`src/hw/rtl/ssrm_pkg.sv`:
```
// Shared types and constants for the step sequencer with random modes.
package ssrm_pkg;

  localparam int unsigned ValW     = 16;
  localparam int unsigned FracBits = 14;
  localparam int unsigned ProdW    = 32;
  localparam int unsigned SumW     = 19;

  localparam logic signed [ValW-1:0]  ScaleReset  = 16'sd16384;
  localparam logic signed [ValW-1:0]  OffsetReset = 16'sd0;
  localparam logic signed [ProdW-1:0] RoundHalf   = 32'sd8192;
  localparam logic signed [SumW-1:0]  OutMax      = 19'sd32767;
  localparam logic signed [SumW-1:0]  OutMin      = -19'sd32767;

  // Configuration register map
  typedef enum logic [0:0] {
    CfgScale  = 1'b0,
    CfgOffset = 1'b1
  } cfg_reg_e;

  // Gate history bit positions
  localparam int unsigned GateClk  = 0;
  localparam int unsigned GateRev  = 1;
  localparam int unsigned GateRnd  = 2;
  localparam int unsigned GateHold = 3;
  localparam int unsigned GateRst  = 4;
  localparam int unsigned GateW    = 5;

  // Indicator lamps for one result word
  typedef struct packed {
    logic reverse;
    logic random;
    logic forward;
  } lamps_t;

endpackage

```
`src/hw/rtl/ssrm_scale.sv`:
```
// Output gain and offset stage: round(sample * scale / 2^14) + offset, saturated.
module ssrm_scale
  import ssrm_pkg::*;
(
  input  logic signed [ValW-1:0] sample_i,
  input  logic signed [ValW-1:0] scale_i,
  input  logic signed [ValW-1:0] offset_i,
  output logic signed [ValW-1:0] result_o
);

  logic signed [ProdW-1:0] prod;
  logic signed [ProdW-1:0] rounded;
  logic signed [SumW-1:0]  shifted;
  logic signed [SumW-1:0]  sum;

  // Multiply, round half up, floor shift back to integer
  assign prod    = ProdW'(sample_i) * ProdW'(scale_i);
  assign rounded = prod + RoundHalf;
  assign shifted = SumW'(rounded >>> FracBits);
  assign sum     = shifted + SumW'(offset_i);

  // Clamp to +/-10 V
  always_comb begin
    if (sum > OutMax) begin
      result_o = ValW'(OutMax);
    end else if (sum < OutMin) begin
      result_o = ValW'(OutMin);
    end else begin
      result_o = ValW'(sum);
    end
  end

endmodule

```
`src/hw/rtl/step_sequencer_random_modes.sv`:
```
// Step sequencer: forward, reverse, random walk and random hop, with scaled output.
// An accepted input word passes through the input register, then the mode update
// and scaling into the result register.
// Throughput: one word per cycle; the pipeline only stalls when the result
// register is full and the downstream side stalls.
// Reset: asynchronous, clears all sequencer state; scale returns to 1.0, offset to 0.
module step_sequencer_random_modes
  import ssrm_pkg::*;
#(
  parameter int unsigned STEPS = 16
) (
  input  logic                   clk_i,
  input  logic                   rst_ni,
  // configuration write channel
  input  logic                   cfg_valid_i,
  output logic                   cfg_ready_o,
  input  logic [0:0]             cfg_index_i,
  input  logic [ValW-1:0]        cfg_data_i,
  // input channel
  input  logic                   in_valid_i,
  output logic                   in_stall_o,
  input  logic                   clock_plugged_i,
  input  logic                   clock_level_i,
  input  logic                   reverse_level_i,
  input  logic                   random_level_i,
  input  logic                   hold_level_i,
  input  logic                   reset_level_i,
  input  logic [15:0]            step_buttons_i,
  input  logic signed [ValW-1:0] step_value_i,
  input  logic                   random_bit_i,
  input  logic [3:0]             random_hop_i,
  // result channel
  output logic                   out_valid_o,
  input  logic                   out_stall_i,
  output logic [3:0]             position_o,
  output logic [3:0]             reset_position_o,
  output logic signed [ValW-1:0] out_value_o,
  output logic                   reverse_lamp_o,
  output logic                   random_lamp_o,
  output logic                   forward_lamp_o
);

  localparam int unsigned IdxW       = (STEPS > 1) ? $clog2(STEPS) : 1;
  localparam int unsigned WrapW      = IdxW + 5;
  localparam int unsigned WrapRounds = 1 + 15 / STEPS;
  localparam int unsigned NumBtn     = (STEPS < 16) ? STEPS : 16;
  localparam logic [IdxW-1:0] LastIdx = IdxW'(STEPS - 1);

  // (p + d) mod STEPS with p < STEPS, d < 16
  function automatic logic [IdxW-1:0] wrap_add(input logic [IdxW-1:0] p,
                                               input logic [3:0] d);
    logic [WrapW-1:0] s;
    s = WrapW'(p) + WrapW'(d);
    for (int r = 0; r < WrapRounds; r++) begin
      if (s >= WrapW'(STEPS)) begin
        s = s - WrapW'(STEPS);
      end
    end
    return s[IdxW-1:0];
  endfunction

  function automatic logic [IdxW-1:0] wrap_dec(input logic [IdxW-1:0] p);
    return (p == '0) ? LastIdx : p - IdxW'(1);
  endfunction

  // ---------------- configuration registers ----------------
  logic signed [ValW-1:0] scale_q, offset_q;

  assign cfg_ready_o = 1'b1;

  always_ff @(posedge clk_i or negedge rst_ni) begin
    if (!rst_ni) begin
      scale_q  <= ScaleReset;
      offset_q <= OffsetReset;
    end else if (cfg_valid_i && cfg_ready_o) begin
      unique case (cfg_reg_e'(cfg_index_i))
        CfgScale:  scale_q  <= cfg_data_i;
        CfgOffset: offset_q <= cfg_data_i;
        default: ;
      endcase
    end
  end

  // ---------------- pipeline control ----------------
  logic in_valid_q;
  logic out_advance, in_advance;

  assign out_advance = !out_valid_o || !out_stall_i;
  assign in_advance  = !in_valid_q || out_advance;
  assign in_stall_o  = !in_advance;

  // ---------------- input register ----------------
  logic                   plugged_q, clk_lvl_q, rev_lvl_q, rnd_lvl_q, hold_lvl_q, rst_lvl_q;
  logic [15:0]            buttons_q;
  logic signed [ValW-1:0] sample_q;
  logic                   walk_up_q;
  logic [3:0]             hop_q;

  always_ff @(posedge clk_i or negedge rst_ni) begin
    if (!rst_ni) begin
      in_valid_q <= 1'b0;
    end else if (in_advance) begin
      in_valid_q <= in_valid_i;
    end
  end

  always_ff @(posedge clk_i) begin
    if (in_advance && in_valid_i) begin
      plugged_q  <= clock_plugged_i;
      clk_lvl_q  <= clock_level_i;
      rev_lvl_q  <= reverse_level_i;
      rnd_lvl_q  <= random_level_i;
      hold_lvl_q <= hold_level_i;
      rst_lvl_q  <= reset_level_i;
      buttons_q  <= step_buttons_i;
      sample_q   <= step_value_i;
      walk_up_q  <= random_bit_i;
      hop_q      <= random_hop_i;
    end
  end

  // ---------------- sequencer state ----------------
  logic [IdxW-1:0]  cur_q, cur_d, count_q, count_d, home_q, home_d;
  logic             held_q, held_d, random_q, random_d;
  logic             reversed_q, reversed_d, hopping_q, hopping_d;
  logic [GateW-1:0] gate_hist_q, gate_hist_d;
  logic [15:0]      btn_hist_q;
  logic             update;
  logic             running;
  logic [GateW-1:0] edges;
  logic [15:0]      rising;

  assign update  = in_valid_q && out_advance;
  assign running = !held_q && plugged_q;
  assign rising  = buttons_q & ~btn_hist_q;

  // Gate edge detection; the clock level is only sampled while running
  always_comb begin
    gate_hist_d          = '0;
    gate_hist_d[GateClk] = running ? clk_lvl_q : gate_hist_q[GateClk];
    gate_hist_d[GateRev] = rev_lvl_q;
    gate_hist_d[GateRnd] = rnd_lvl_q;
    gate_hist_d[GateHold] = hold_lvl_q;
    gate_hist_d[GateRst] = rst_lvl_q;
    edges = gate_hist_d & ~gate_hist_q;
  end

  // Mode and position update, in the order clock, reverse, random, hold, reset, buttons
  always_comb begin
    cur_d      = cur_q;
    count_d    = count_q;
    home_d     = home_q;
    held_d     = held_q;
    random_d   = random_q;
    reversed_d = reversed_q;
    hopping_d  = hopping_q;

    if (edges[GateClk]) begin
      count_d = reversed_q ? wrap_dec(count_q) : wrap_add(count_q, 4'd1);
      if (random_q) begin
        if (hopping_q) begin
          cur_d = wrap_add(cur_q, hop_q);
        end else begin
          cur_d = walk_up_q ? wrap_add(cur_q, 4'd1) : wrap_dec(cur_q);
        end
      end else begin
        cur_d = count_d;
      end
    end
    if (edges[GateRev]) begin
      if (random_q) begin
        hopping_d = !hopping_q;
      end else begin
        reversed_d = !reversed_q;
      end
    end
    if (edges[GateRnd]) begin
      random_d = !random_q;
    end
    if (edges[GateHold]) begin
      held_d = !held_q;
    end
    if (edges[GateRst]) begin
      count_d = home_q;
      cur_d   = home_q;
    end
    // highest rising button wins
    for (int i = 0; i < NumBtn; i++) begin
      if (rising[i]) begin
        home_d = IdxW'(i);
        if (!running) begin
          cur_d = IdxW'(i);
        end
      end
    end
  end

  always_ff @(posedge clk_i or negedge rst_ni) begin
    if (!rst_ni) begin
      cur_q       <= '0;
      count_q     <= '0;
      home_q      <= '0;
      held_q      <= 1'b0;
      random_q    <= 1'b0;
      reversed_q  <= 1'b0;
      hopping_q   <= 1'b0;
      gate_hist_q <= '0;
      btn_hist_q  <= '0;
    end else if (update) begin
      cur_q       <= cur_d;
      count_q     <= count_d;
      home_q      <= home_d;
      held_q      <= held_d;
      random_q    <= random_d;
      reversed_q  <= reversed_d;
      hopping_q   <= hopping_d;
      gate_hist_q <= gate_hist_d;
      btn_hist_q  <= buttons_q;
    end
  end

  // ---------------- result computation ----------------
  logic signed [ValW-1:0] scaled;
  lamps_t                 lamps_d, lamps_q;
  logic [IdxW+3:0]        cur_ext, home_ext;

  ssrm_scale u_scale (
    .sample_i (sample_q),
    .scale_i  (scale_q),
    .offset_i (offset_q),
    .result_o (scaled)
  );

  always_comb begin
    if (held_d) begin
      lamps_d = '{reverse: 1'b1, random: 1'b1, forward: 1'b1};
    end else if (random_d) begin
      lamps_d = '{reverse: !hopping_d, random: hopping_d, forward: !hopping_d};
    end else begin
      lamps_d = '{reverse: reversed_d, random: 1'b0, forward: !reversed_d};
    end
  end

  assign cur_ext  = {4'b0000, cur_d};
  assign home_ext = {4'b0000, home_d};

  // ---------------- result register ----------------
  logic                   out_valid_q;
  logic [3:0]             position_q, reset_position_q;
  logic signed [ValW-1:0] out_value_q;

  always_ff @(posedge clk_i or negedge rst_ni) begin
    if (!rst_ni) begin
      out_valid_q <= 1'b0;
    end else if (out_advance) begin
      out_valid_q <= in_valid_q;
    end
  end

  always_ff @(posedge clk_i) begin
    if (update) begin
      position_q       <= cur_ext[3:0];
      reset_position_q <= home_ext[3:0];
      out_value_q      <= scaled;
      lamps_q          <= lamps_d;
    end
  end

  assign out_valid_o      = out_valid_q;
  assign position_o       = position_q;
  assign reset_position_o = reset_position_q;
  assign out_value_o      = out_value_q;
  assign reverse_lamp_o   = lamps_q.reverse;
  assign random_lamp_o    = lamps_q.random;
  assign forward_lamp_o   = lamps_q.forward;

`ifndef SYNTHESIS
  // input side only stalls behind a blocked result word
  assert property (@(posedge clk_i) disable iff (!rst_ni)
    in_stall_o |-> (in_valid_q && out_valid_o && out_stall_i))
    else $error("input stalled without a blocked result");

  // positions always stay inside the step range
  assert property (@(posedge clk_i) disable iff (!rst_ni)
    (32'(cur_q) < STEPS) && (32'(count_q) < STEPS) && (32'(home_q) < STEPS))
    else $error("step position out of range");

  // at least one lamp is lit on every result word
  assert property (@(posedge clk_i) disable iff (!rst_ni)
    out_valid_o |-> (reverse_lamp_o || random_lamp_o || forward_lamp_o))
    else $error("no lamp lit");

  // every sequencer state update brings a word into the result register
  assert property (@(posedge clk_i) disable iff (!rst_ni)
    update |=> out_valid_o)
    else $error("state updated without a result word");
`endif

endmodule
```
`config.mk`:
```
export PLATFORM = sky130hd
export DESIGN_NAME = step_sequencer_random_modes
export DESIGN_NICKNAME = d
export VERILOG_FILES = /design/src/hw/rtl/ssrm_pkg.sv /design/src/hw/rtl/ssrm_scale.sv /design/src/hw/rtl/step_sequencer_random_modes.sv
export SDC_FILE = /design/constraint.sdc
export NUM_CORES = 1
export LEC_CHECK = 0
export BUFFER_PORTS_ARGS = -buffer_cell sky130_fd_sc_hd__buf_2
export CORE_MARGIN = 5
export CORE_UTILIZATION = 45
export DETAILED_ROUTE_END_ITERATION = 6
export HOLD_SLACK_MARGIN = 0.12
export PLACE_DENSITY = 0.59
export SLEW_MARGIN = 20
export SYNTH_ARGS = -nofsm -noshare
export SYNTH_HDL_FRONTEND = slang
export SYNTH_SLANG_ARGS = --single-unit
```
`constraint.sdc`:
```
create_clock -name clk_i -period 11.56 [get_ports clk_i]
set_input_delay 0.578 -clock clk_i [delete_from_list [all_inputs] [get_ports clk_i]]
set_output_delay 0.578 -clock clk_i [all_outputs]
set_load 0.01 [all_outputs]
```
== After elaboration in Yosys (flattened, before gate mapping) ==
Cells that the tools add are included.
Operators by class
  $add $sub $neg: 10
  multiply operators: 1
  magnitude comparators: 5
  muxes and demuxes: 71
  bitwise logic cells: 5
  reduce and logical (&&, ||, !) cells: 22
Operators by type and width (number)
  $mux W4: 62
  $add A32 B15 Y32 const B: 1
  $mul A16 B16 Y32: 1
  $sub A4 B1 Y4 const B: 5
  $add A18 B16 Y19: 1
  $gt A19 B16 Y1 const B: 1
  $lt A19 B16 Y1 const B: 1
  $and A16 B16 Y16: 1
  $mux W16: 1
  $not A16 Y16: 1
  $ge A5 B5 Y1 const B: 3
  $add A4 B1 Y5 const B: 2
  $logic_not A1 Y1: 10
  $logic_not A4 Y1: 2
  $mux W1: 7
  $reduce_and A2 Y1: 3
  $add A4 B4 Y5: 1
  $and A5 B5 Y5: 1
  $not A5 Y5: 1
  $logic_and A1 B1 Y1: 3
  $mux W3: 1
  $logic_or A1 B1 Y1: 2
  $reduce_bool A2 Y1: 1
  $reduce_or A2 Y1: 1
  $not A1 Y1: 1
Word-level totals
  bits in registers: 141

== Longest topological paths before layout ==
Gate-level depths: netlist of run 1.
  depth in word-level cells: 41
  depth in mapped cells: 34

== Hierarchy ==
Synthesis of run 1 repeated with hierarchy kept, for this count alone.
Unflattened totals
  cells, all modules: 1721
  area, all modules: 16916.2 um2
By module, submodules not included
  ssrm_scale: instances 1, cells an instance 1224, area each 10829.1 um2
  step_sequencer_random_modes: instances 1, cells an instance 497, area each 6087.1 um2

== Least setup slack after synthesis of run 1 ==
Ideal clock, no wire load.
  path kind: reg-to-reg
  from: register sample_q[15]
  to: register out_value_q[5], in the netlist out_value_o[5] (data pin)
  library setup time: 0.261 ns
  arrival time: 7.819 ns
  required time: 11.299 ns
  setup slack: 3.479 ns
  stages on the path, launching flop included: 30
  path buffers: 1
  path through: edfxtp_1 -> clkbuf_1 -> nand2_1 -> inv_1 -> fa_1 -> inv_1 -> fa_1 -> inv_1 -> fa_1 -> fa_1 -> fa_1 -> inv_1 -> fa_1 -> inv_1 -> ha_1 -> or2_2 -> a31oi_1 -> a2bb2oi_1 -> nand2b_1 -> a21oi_1 -> xnor2_1 -> ha_1 -> inv_1 -> nor4_1 -> o2111a_1 -> o31ai_2 -> o21ai_0 -> mux2i_1 -> nor2b_1 -> o2bb2a_1
On the way
  word-level cells in the longest chain between the ends: 5
  elaborated cells on any way between the ends: 6
  classes of those cells: 2 x add/sub; 1 x mul; 2 x order compare; 1 x mux
RTL lines
  start: declaration: RTL line step_sequencer_random_modes.sv:95  | logic signed [ValW-1:0] sample_q;
  start signal: assignment: RTL line step_sequencer_random_modes.sv:116  | sample_q <= step_value_i;
  $mul A16 B16 Y32 *: RTL line ssrm_scale.sv:17  | assign prod = ProdW'(sample_i) * ProdW'(scale_i);
  $add A32 B15 Y32 *: RTL line ssrm_scale.sv:18  | assign rounded = prod + RoundHalf;
  $add A18 B16 Y19 *: RTL line ssrm_scale.sv:20  | assign sum = shifted + SumW'(offset_i);
  $lt A19 B16 Y1: RTL line ssrm_scale.sv:26  | end else if (sum < OutMin) begin
  $mux W16: RTL line ssrm_scale.sv:26
  end signal: assignment: RTL line step_sequencer_random_modes.sv:264  | out_value_q <= scaled;
  end: declaration: RTL line step_sequencer_random_modes.sv:250  | logic signed [ValW-1:0] out_value_q;
Every way passes the cells marked *; elsewhere a longest branch is shown, timed or not.
A chain may end at the register's enable or synchronous reset.

== Worst setup path after layout of run 1 ==
  from: register scale_q[2]
  to: register out_value_q[5], in the netlist out_value_o[5] (data pin)
On the way
  word-level cells in the longest chain between the ends: 5
  elaborated cells on any way between the ends: 6
  classes of those cells: 2 x add/sub; 1 x mul; 2 x order compare; 1 x mux
RTL lines
  start: declaration: RTL line step_sequencer_random_modes.sv:67  | logic signed [ValW-1:0] scale_q, offset_q;
  start signal: assignment: RTL line step_sequencer_random_modes.sv:73  | scale_q <= ScaleReset;
  start signal: assignment: RTL line step_sequencer_random_modes.sv:77  | CfgScale: scale_q <= cfg_data_i;
  $mul A16 B16 Y32 *: RTL line ssrm_scale.sv:17
  $add A32 B15 Y32 *: RTL line ssrm_scale.sv:18
  $add A18 B16 Y19 *: RTL line ssrm_scale.sv:20
  $lt A19 B16 Y1: RTL line ssrm_scale.sv:26
  $mux W16: RTL line ssrm_scale.sv:26
Marks and branches as above.

==> flow_summary.ini, run 1 <==
[sta]
finalHoldViolCount = 0
min_period_ns = 9.64
timing.fmax_mhz = 104
setup_viol = 0
slew_viol_final = 0
tightest_slew_ns = 0.991
finClkSkew_ns = 0.0258
finalCritPeriodShare_pct = 83.4
slew_headroom_pct = 32.6
grt_setup_unrepaired = false
setup_tns_ns = 0

[routing]
wl_per_cell_um = 17.5
drt-initial-drc-count = 613
drc = 0
vias = 12100
antenna_left = 0
dr_wl_met3_um = 1380
routed_wl_um = 40400
drt_pass1_iterations = 5
route.met2.wl_um = 21400
vias_per_cell = 5.21
wl_met1_um = 16900
highest_layer = met5

[status]
status = finished clean

[final_layout]
final_cell_area_mm2 = 0.0185
postLayoutCoreUtil_pct = 49.5
n_fill_cell = 3476
ff_latch_area_mm2 = 0.00388
multi_input_comb_area_mm2 = 0.0117
final_cells = 2314
drive_above_1_share_pct = 10.2
syn_to_final_growth_pct = 9.20
final_nets = 2225

[worst_setup_path]
r2r_start = scale_q[2]
worstPathArrival_ns = 9.83
cp.depth = 27
crit_path_frequent_cell = fa_1
crit_path_max_incr_delay_ns = 0.88
crit_start = scale_q[2]
r2r_end = out_value_o[5]
endpoint_kind = flop
cp_slowest_cell = mux2i_2
cp_max_fo = 18
crit_buf_inv = 4
cp-start-kind = flop
crit_family = adder cells
rrSetupSlack_ns = 1.92
path_class = flop to flop
cp-endpoint = out_value_o[5]
cp.required_ns = 11.75
worst-r2r-cell-count = 27

[clocking]
cts_root_buf = clkbuf_16
cts_sinks = 141
cts_buffers = 17
clockBufferDepth = 2
ctsResizeCount = 0
path_clk_slew_ns = 0.08
cts_tree = yes
insertion_delay_ns = 0.46
htree_num_levels = 4

[global_routing]
grt_first_pass_wirelength_um = 68000
grt_max_degree = 72
antenna_found_initial = 5
overflow = 0
grt_pass1_vias = 12900
grtUsageTotal_pct = 20.5

[yosys]
synth_top_family_by_area = adder cells
async_flop_share_pct = 50.4
ys_ff_latch = 141
ys.flop_type = edfxtp_1
synth_area_mm2 = 0.0170
yosys-mux-area-fraction_pct = 2.68
syn_avg_cell_area_um2 = 9.82
synthAdderAreaFrac_pct = 39.1
synthCells = 1727
yosys_warnings = 0
synth-edff-count = 70
synth_fp_nets = 2163
synth_largest_area_cell = fa_1
synth-xor-area-share_pct = 2.43
synth_cell_types = 73
synth_compound_gate_area_share_pct = 9.64
synth.top_cell.area_share_pct = 31.2
synth.area.top_cells = fa_1, edfxtp_1, dfrtp_1, ha_1, inv_1
synth_seq_area_share_pct = 22.9
yosys.area_share.simple_pct = 14.9

[place]
dp_cells = 2279
gp_congestion = 0.879
placed_area_mm2 = 0.0179
dp_hpwl_um = 31900
io_buffer_count = 93

[floorplan]
die_area_mm2 = 0.0417
initial_core_util_pct = 45.3
dieHeight_um = 204
num_rows = 71
core_mm2 = 0.0374
die_w_um = 204
ios = 95

[min_path]
hold_start = step_value_i[14]
min_path_type = primary input to flop

[run]
maxCapViolations = 0
==> layout make-up <==
type	count	share of cell area [%]
Multi-Input combinational cell	1211	63.0
Sequential cell	141	21.0
Inverter	318	6.45
Tap cell	511	3.45
Timing Repair Buffer	100	2.93
Clock buffer	21	2.38
Clock inverter	11	0.851
Antenna cell	1	0.0135
==> through the flow <==
step	hold WS, ns	setup WS [ns]
2_1_floorplan	0.282	3.48
6_report	0.300	1.92
4_1_cts	0.281	1.94
3_5_place_dp	0.458	1.97
5_1_grt	0.291	1.19
3_3_place_gp	0.448	2.19
==> worst min path at each step <==
stage                     end  depth (start not counted)  slack [ns]
3_5_place_dp    btn_hist_q[3]                          2        0.46
6_report         sample_q[14]                          1        0.30
3_3_place_gp   btn_hist_q[10]                          2        0.45
2_1_floorplan   btn_hist_q[0]                          0        0.28
5_1_grt          buttons_q[0]                          1        0.29
4_1_cts          buttons_q[0]                          1        0.28
==> synth_stat cells (25+ instances only) <==
master,number
inv_1,317
fa_1,264
nand2_1,237
and2_1,117
ha_1,107
dfrtp_1,70
edfxtp_1,70
a21oi_1,50
clkbuf_1,48
nor2_1,47
o21ai_0,44
mux2_2,35
xnor2_1,35
nand2b_1,29
nor2b_1,25
==> timing repair <==
action | 4_1_cts | 5_1_grt
endpoints found under the hold margin | 0 | 15
setup buffers | 0 | 0
endpoints found under the setup margin | 0 | 0
hold buffers | 0 | 1
==> worst register-to-register path, cell delays in order, from the launching register on <==
cell and delay (ns):
dfrtp_1 0.82, nand2_1 0.21, inv_1 0.12, fa_1 0.53, fa_1 0.56, fa_1 0.45
fa_1 0.51, fa_1 0.49, inv_1 0.05, fa_1 0.47, inv_1 0.04, ha_1 0.32
a21oi_1 0.28, o211ai_1 0.15, a31oi_1 0.39, a2bb2oi_1 0.36, nand2b_1 0.14, a21oi_1 0.19
xnor2_1 0.08, ha_1 0.31, inv_1 0.09, nor4_1 0.54, o2111a_1 0.32, o31ai_2 0.11
o21ai_0 0.29, mux2i_2 0.88, nor2b_1 0.32, o2bb2a_1 0.37
==> registers in the layout, summed over array words and instances, names as in the netlist, 5 cells and up <==
register / flops
btn_hist_q: 16
buttons_q: 16
offset_q: 16
out_value_o: 16
sample_q: 16
scale_q: 16
gate_hist_q: 5
==> logic make-up (layout without fill, tap and decap cells) <==
kind of cell    after synthesis  in the layout
simple gates                518            518
buf+inv                     375            450
fa+ha+maj                   371            371
compound gates              233            233
flops                       141            141
xor+xnor                     47             47
mux                          41             41
other cells                   1              2
==> placed cells by master (no fill, tap or decap), drive strengths merged, types with 5 or more instances in the layout <==
cell type / Yosys / routed
o211ai: 9 / 9
o2bb2a: 5 / 5
or2: 7 / 7
a211oi: 9 / 9
nor3b: 5 / 5
buf: 9 / 99
dfrtp: 70 / 70
nand4: 9 / 9
nand2: 237 / 237
a21o: 16 / 16
nand3: 20 / 20
xor2: 12 / 12
nand2b: 29 / 29
edfxtp: 70 / 70
o21a: 13 / 13
xnor2: 35 / 35
and2: 117 / 117
o22ai: 5 / 5
inv: 317 / 321
fa: 264 / 264
nor2: 47 / 47
nor3: 6 / 6
o21ai: 45 / 45
mux2i: 6 / 6
a21oi: 50 / 50
a31oi: 13 / 13
mux2: 35 / 35
ha: 107 / 107
clkbuf: 48 / 21
a22oi: 11 / 11
a211o: 10 / 10
nor2b: 25 / 25
==> routing by layer <==
metal	global-route usage, %	vias up
met5	0	-
met4	5.50	8
met3	3.03	63
met2	36.7	231
met1	26.0	6101
li1	-	5650
Power of run 1 is left out: the tool's default activity adds up to more than one toggle a clock period on the data nets, which glitch-free logic cannot reach.
==> run 2: changes to the inputs <==
- ABC_AREA: unset -> 1
- clock period: 11.56 -> 9.35 ns (I/O delays scaled with it)
==> flow_summary.ini, run 2 <==
[worst_setup_path]
cp.required_ns = 9.51
crit_path_max_incr_delay_ns = 0.83
cp.depth = 32
rrSetupSlack_ns = 0.94
cp-start-kind = flop
crit_path_frequent_cell = nand2_1
r2r_start = scale_q[5]
endpoint_kind = flop
cp-endpoint = out_value_o[0]
path_class = flop to flop
worstPathArrival_ns = 8.56
cp_max_fo = 17
cp_slowest_cell = dfrtp_1
r2r_end = out_value_o[0]
worst-r2r-cell-count = 32
crit_family = adder cells
crit_buf_inv = 4
crit_start = scale_q[5]

[final_layout]
mostFrequentLayoutCell = inv_1
n_fill_cell = 3626
final_nets = 2501
diodes = 0
layout_common_cells = inv_1, nand2_1, fa_1
drive_above_1_share_pct = 7.80
syn_to_final_growth_pct = 8.74

[sta]
finClkSkew_ns = 0.0120
finalCritPeriodShare_pct = 89.9
slew_headroom_pct = 38.6
setup_tns_ns = 0
grt_setup_unrepaired = false
setup_viol = 0
min_period_ns = 8.41
finalHoldViolCount = 0
timing.fmax_mhz = 119
slew_viol_final = 0
tightest_slew_ns = 0.918

[global_routing]
overflow = 0
grtUsageTotal_pct = 20.6
antenna_found_initial = 1
grt_pass1_vias = 13500
grt_first_pass_wirelength_um = 68100
grt_max_degree = 64

[routing]
vias_per_cell = 4.85
vias = 12500
antenna_left = 0
wl_per_cell_um = 15.6
drt_pass1_iterations = 5
drc = 0
drt-initial-drc-count = 757
routed_wl_um = 40500

[yosys]
synth-edff-count = 70
ys_ff_latch = 141
synthTopCellsByCount = inv_1, nand2_1, fa_1
synth_largest_area_cell = fa_1
synth.top_cell.area_share_pct = 31.1
synthCells = 2018
synth.area.top_cells = fa_1, edfxtp_1, inv_1, nand2_1, dfrtp_1
async_flop_share_pct = 50.4
synth_cell_types = 49
syn_avg_cell_area_um2 = 8.42
yosys_warnings = 0
yosysMostFrequentCell = inv_1
ys.flop_type = edfxtp_1
synth_seq_area_share_pct = 22.8
synth_fp_nets = 2454
synth_area_mm2 = 0.0170

[place]
dp_hpwl_um = 32400
io_buffer_count = 93
gp_congestion = 0.873

[clocking]
cts_buffers = 17
ctsResizeCount = 0
cts_root_buf = clkbuf_16
clockBufferDepth = 2
hold_buffers = 1
htree_num_levels = 4
post_cts_buffers = 0
cts_sinks = 141
cts_tree = yes
insertion_delay_ns = 0.44
path_clk_slew_ns = 0.07

[floorplan]
die_area_mm2 = 0.0417
dieHeight_um = 204
ios = 95
initial_core_util_pct = 45.3
die_w_um = 204
core_mm2 = 0.0375
num_rows = 71

[min_path]
min_path_type = primary input to flop

[status]
status = finished clean

[run]
maxCapViolations = 0
run 2: changes by cell type in the layout (fill, tap and decap cells not counted), moves of 29 or more:
cell,previous run,this run
inv_1,316,539
mux2_2,35,0
nand2b_1,29,0
o21ai_0,44,106
and2_1,116,0
nand2_1,237,501
run 2: through the flow:
stage | instances | hold WS, ns | setup WS, ns | area (um2) | util (%)
2_1_floorplan | 2018 | 0.172 | 1.77 | 17000 | -
3_3_place_gp | 2556 | 0.307 | 1.09 | 17900 | 47.7
3_5_place_dp | 2556 | 0.307 | 0.952 | 17900 | 47.7
4_1_cts | 2589 | 0.188 | 0.921 | 18500 | 49.3
5_1_grt | 2589 | 0.182 | 0.282 | 18500 | 49.3
6_report | 2589 | 0.209 | 0.943 | 18500 | 49.3
run 2: how the worst min path moves through the flow:
| stage | startpoint | to | slack [ns] | cells past startpoint |
|---|---|---|---|---|
| after floorplan | rst_ni | btn_hist_q[0] | 0.17 | 0 |
| after detailed placement | rst_ni | btn_hist_q[3] | 0.31 | 1 |
| after CTS | clock_level_i | clk_lvl_q | 0.19 | 1 |
| after global routing | step_buttons_i[12] | buttons_q[12] | 0.18 | 1 |
| final | step_buttons_i[9] | buttons_q[9] | 0.21 | 1 |
| after global placement | rst_ni | btn_hist_q[3] | 0.31 | 1 |
run 2: cell type report:
cell class	count	area, um2	share of cell area, %
Inverter	543	2040	11.0
Clock inverter	11	103	0.555
Multi-Input combinational cell	1258	10800	58.3
Sequential cell	141	3880	21.0
Timing Repair Buffer	104	553	2.99
Clock buffer	21	493	2.67
Tap cell	511	639	3.46
run 2: kinds of logic after synthesis:
kind of cell,count (synthesis),share of synthesized area (%)
AOI/OAI and AO/OA,202,6.71
DFF,141,22.8
other,1,0.0221
and+or+nand+nor,631,14.9
adders and majority gates,371,39.0
xor gates and xnor gates,53,2.73
buffers and inverters,619,13.8
run 2: metal layers:
layer  track usage, %  vias up  share of wire [%]
met5                0        -                  0
met4             5.70        0                2.6
met3             2.79       47                4.3
met2             36.3      290                 50
met1             26.8     6165                 43
li1                 -     6042                  -
Power of run 2 is left out for the same reason.
==> run 3: changes to the inputs <==
- CTS_BUF_LIST: unset -> sky130_fd_sc_hd__clkbuf_2
==> flow_summary.ini, run 3 (synthesized netlist as in run 2, its figures left out) <==
[status]
status = finished clean

[clocking]
cts_root_buf = clkbuf_2
insertion_delay_ns = 0.75
clockBufferDepth = 2
htree_num_levels = 4
cts_sinks = 141
ctsResizeCount = 0
cts_tree = yes
post_cts_buffers = 0
hold_buffers = 63
cts_buffers = 17
path_clk_slew_ns = 0.26

[routing]
antenna_left = 0
vias = 12800
drc = 0
drt-initial-drc-count = 719
routed_wl_um = 41100
vias_per_cell = 4.82
wl_per_cell_um = 15.5
drt_pass1_iterations = 5

[sta]
finalHoldViolCount = 0
setup_tns_ns = 0
setup_viol = 0
grt_setup_unrepaired = false
finClkSkew_ns = 0.0530
timing.hold.ws_ns = 0.418
min_period_ns = 8.49
slew_headroom_pct = 37.8
timing.fmax_mhz = 118
finalCritPeriodShare_pct = 90.8
slew_viol_final = 0
tightest_slew_ns = 0.934

[final_layout]
drive_above_1_share_pct = 7.57
layout_common_cells = inv_1, nand2_1, fa_1
ff_latch_area_mm2 = 0.00388
syn_to_final_growth_pct = 10.4
multi_input_comb_area_mm2 = 0.0108
mostFrequentLayoutCell = inv_1
final_nets = 2563
n_fill_cell = 3610

[worst_setup_path]
cp-endpoint = out_value_o[0]
crit_path_max_incr_delay_ns = 0.92
rrSetupSlack_ns = 0.86
cp-start-kind = flop
cp.required_ns = 9.82
endpoint_kind = flop
cp_max_fo = 17
crit_path_frequent_cell = nand2_1
path_class = flop to flop
cp_slowest_cell = dfrtp_1
r2r_start = scale_q[5]
worst-r2r-cell-count = 32
r2r_end = out_value_o[0]
worstPathArrival_ns = 8.96
crit_start = scale_q[5]

[floorplan]
dieHeight_um = 204
ios = 95
num_rows = 71
die_w_um = 204
initial_core_util_pct = 45.3
die_area_mm2 = 0.0417
core_mm2 = 0.0375

[global_routing]
grt_first_pass_wirelength_um = 69100
grt_max_degree = 64
grtUsageTotal_pct = 20.8
antenna_found_initial = 3
overflow = 0
grt_pass1_vias = 13800

[place]
dp_hpwl_um = 32400
gp_congestion = 0.873
io_buffer_count = 93

[min_path]
min_path_type = primary input to flop

[run]
maxCapViolations = 0
==> run 3: changes by cell type in the layout (fill, tap and decap cells not counted), sizes merged <==
cell,previous run,this run
diode,0,3
bufinv,1,3
clkbuf,21,18
dlygate4sd3,1,63
clkinv,9,10
==> run 3: cell type report <==
type | instances | area share (%)
sequential | 141 | 20.7
clock inverter | 14 | 0.887
inverter | 543 | 10.9
timing repair buffer | 166 | 6.26
multi-input combinational | 1258 | 57.4
antenna | 3 | 0.0400
clock buffer | 18 | 0.480
tap | 511 | 3.41
==> run 3: how the worst min path moves through the flow <==
| stage | start | to | cells after the start |
|---|---|---|---|
| floorplan | rst_ni | btn_hist_q[0] | 0 |
| global placement | rst_ni | btn_hist_q[3] | 1 |
| detailed placement | rst_ni | btn_hist_q[3] | 1 |
| CTS | clock_level_i | clk_lvl_q | 2 |
| global route | step_value_i[0] | sample_q[0] | 2 |
| finish | cfg_valid_i | scale_q[13] | 4 |
==> run 3: through the flow <==
step           area [um2]  util (%)  cells  setup WS, ns
6_report            18800      50.0   2654         0.857
5_1_grt             18800      50.0   2652         0.229
4_1_cts             18800      50.0   2651         0.846
3_5_place_dp        17900      47.7   2556         0.952
3_3_place_gp        17900      47.7   2556          1.09
2_1_floorplan       17000         -   2018          1.77
==> run 3: critical path, delay by kind of cell, from the launching register on <==
family                     cells  cell delay (ns)
xor gates and xnor gates       1             0.16
AOI/OAI and AO/OA              7             1.93
buffers and inverters          4             0.24
adders and majority gates      8             3.71
and+or+nand+nor               12             1.25
DFF                            1             0.92
==> run 3: per-layer routing <==
metal | GRT usage, % | share of wire [%] | vias up
met5 | 0 | 0 | -
met3 | 2.55 | 4.1 | 59
met1 | 27.0 | 43 | 6299
met4 | 6.05 | 2.9 | 0
met2 | 36.7 | 50 | 272
li1 | - | - | 6174
Power of run 3 is left out for the same reason.
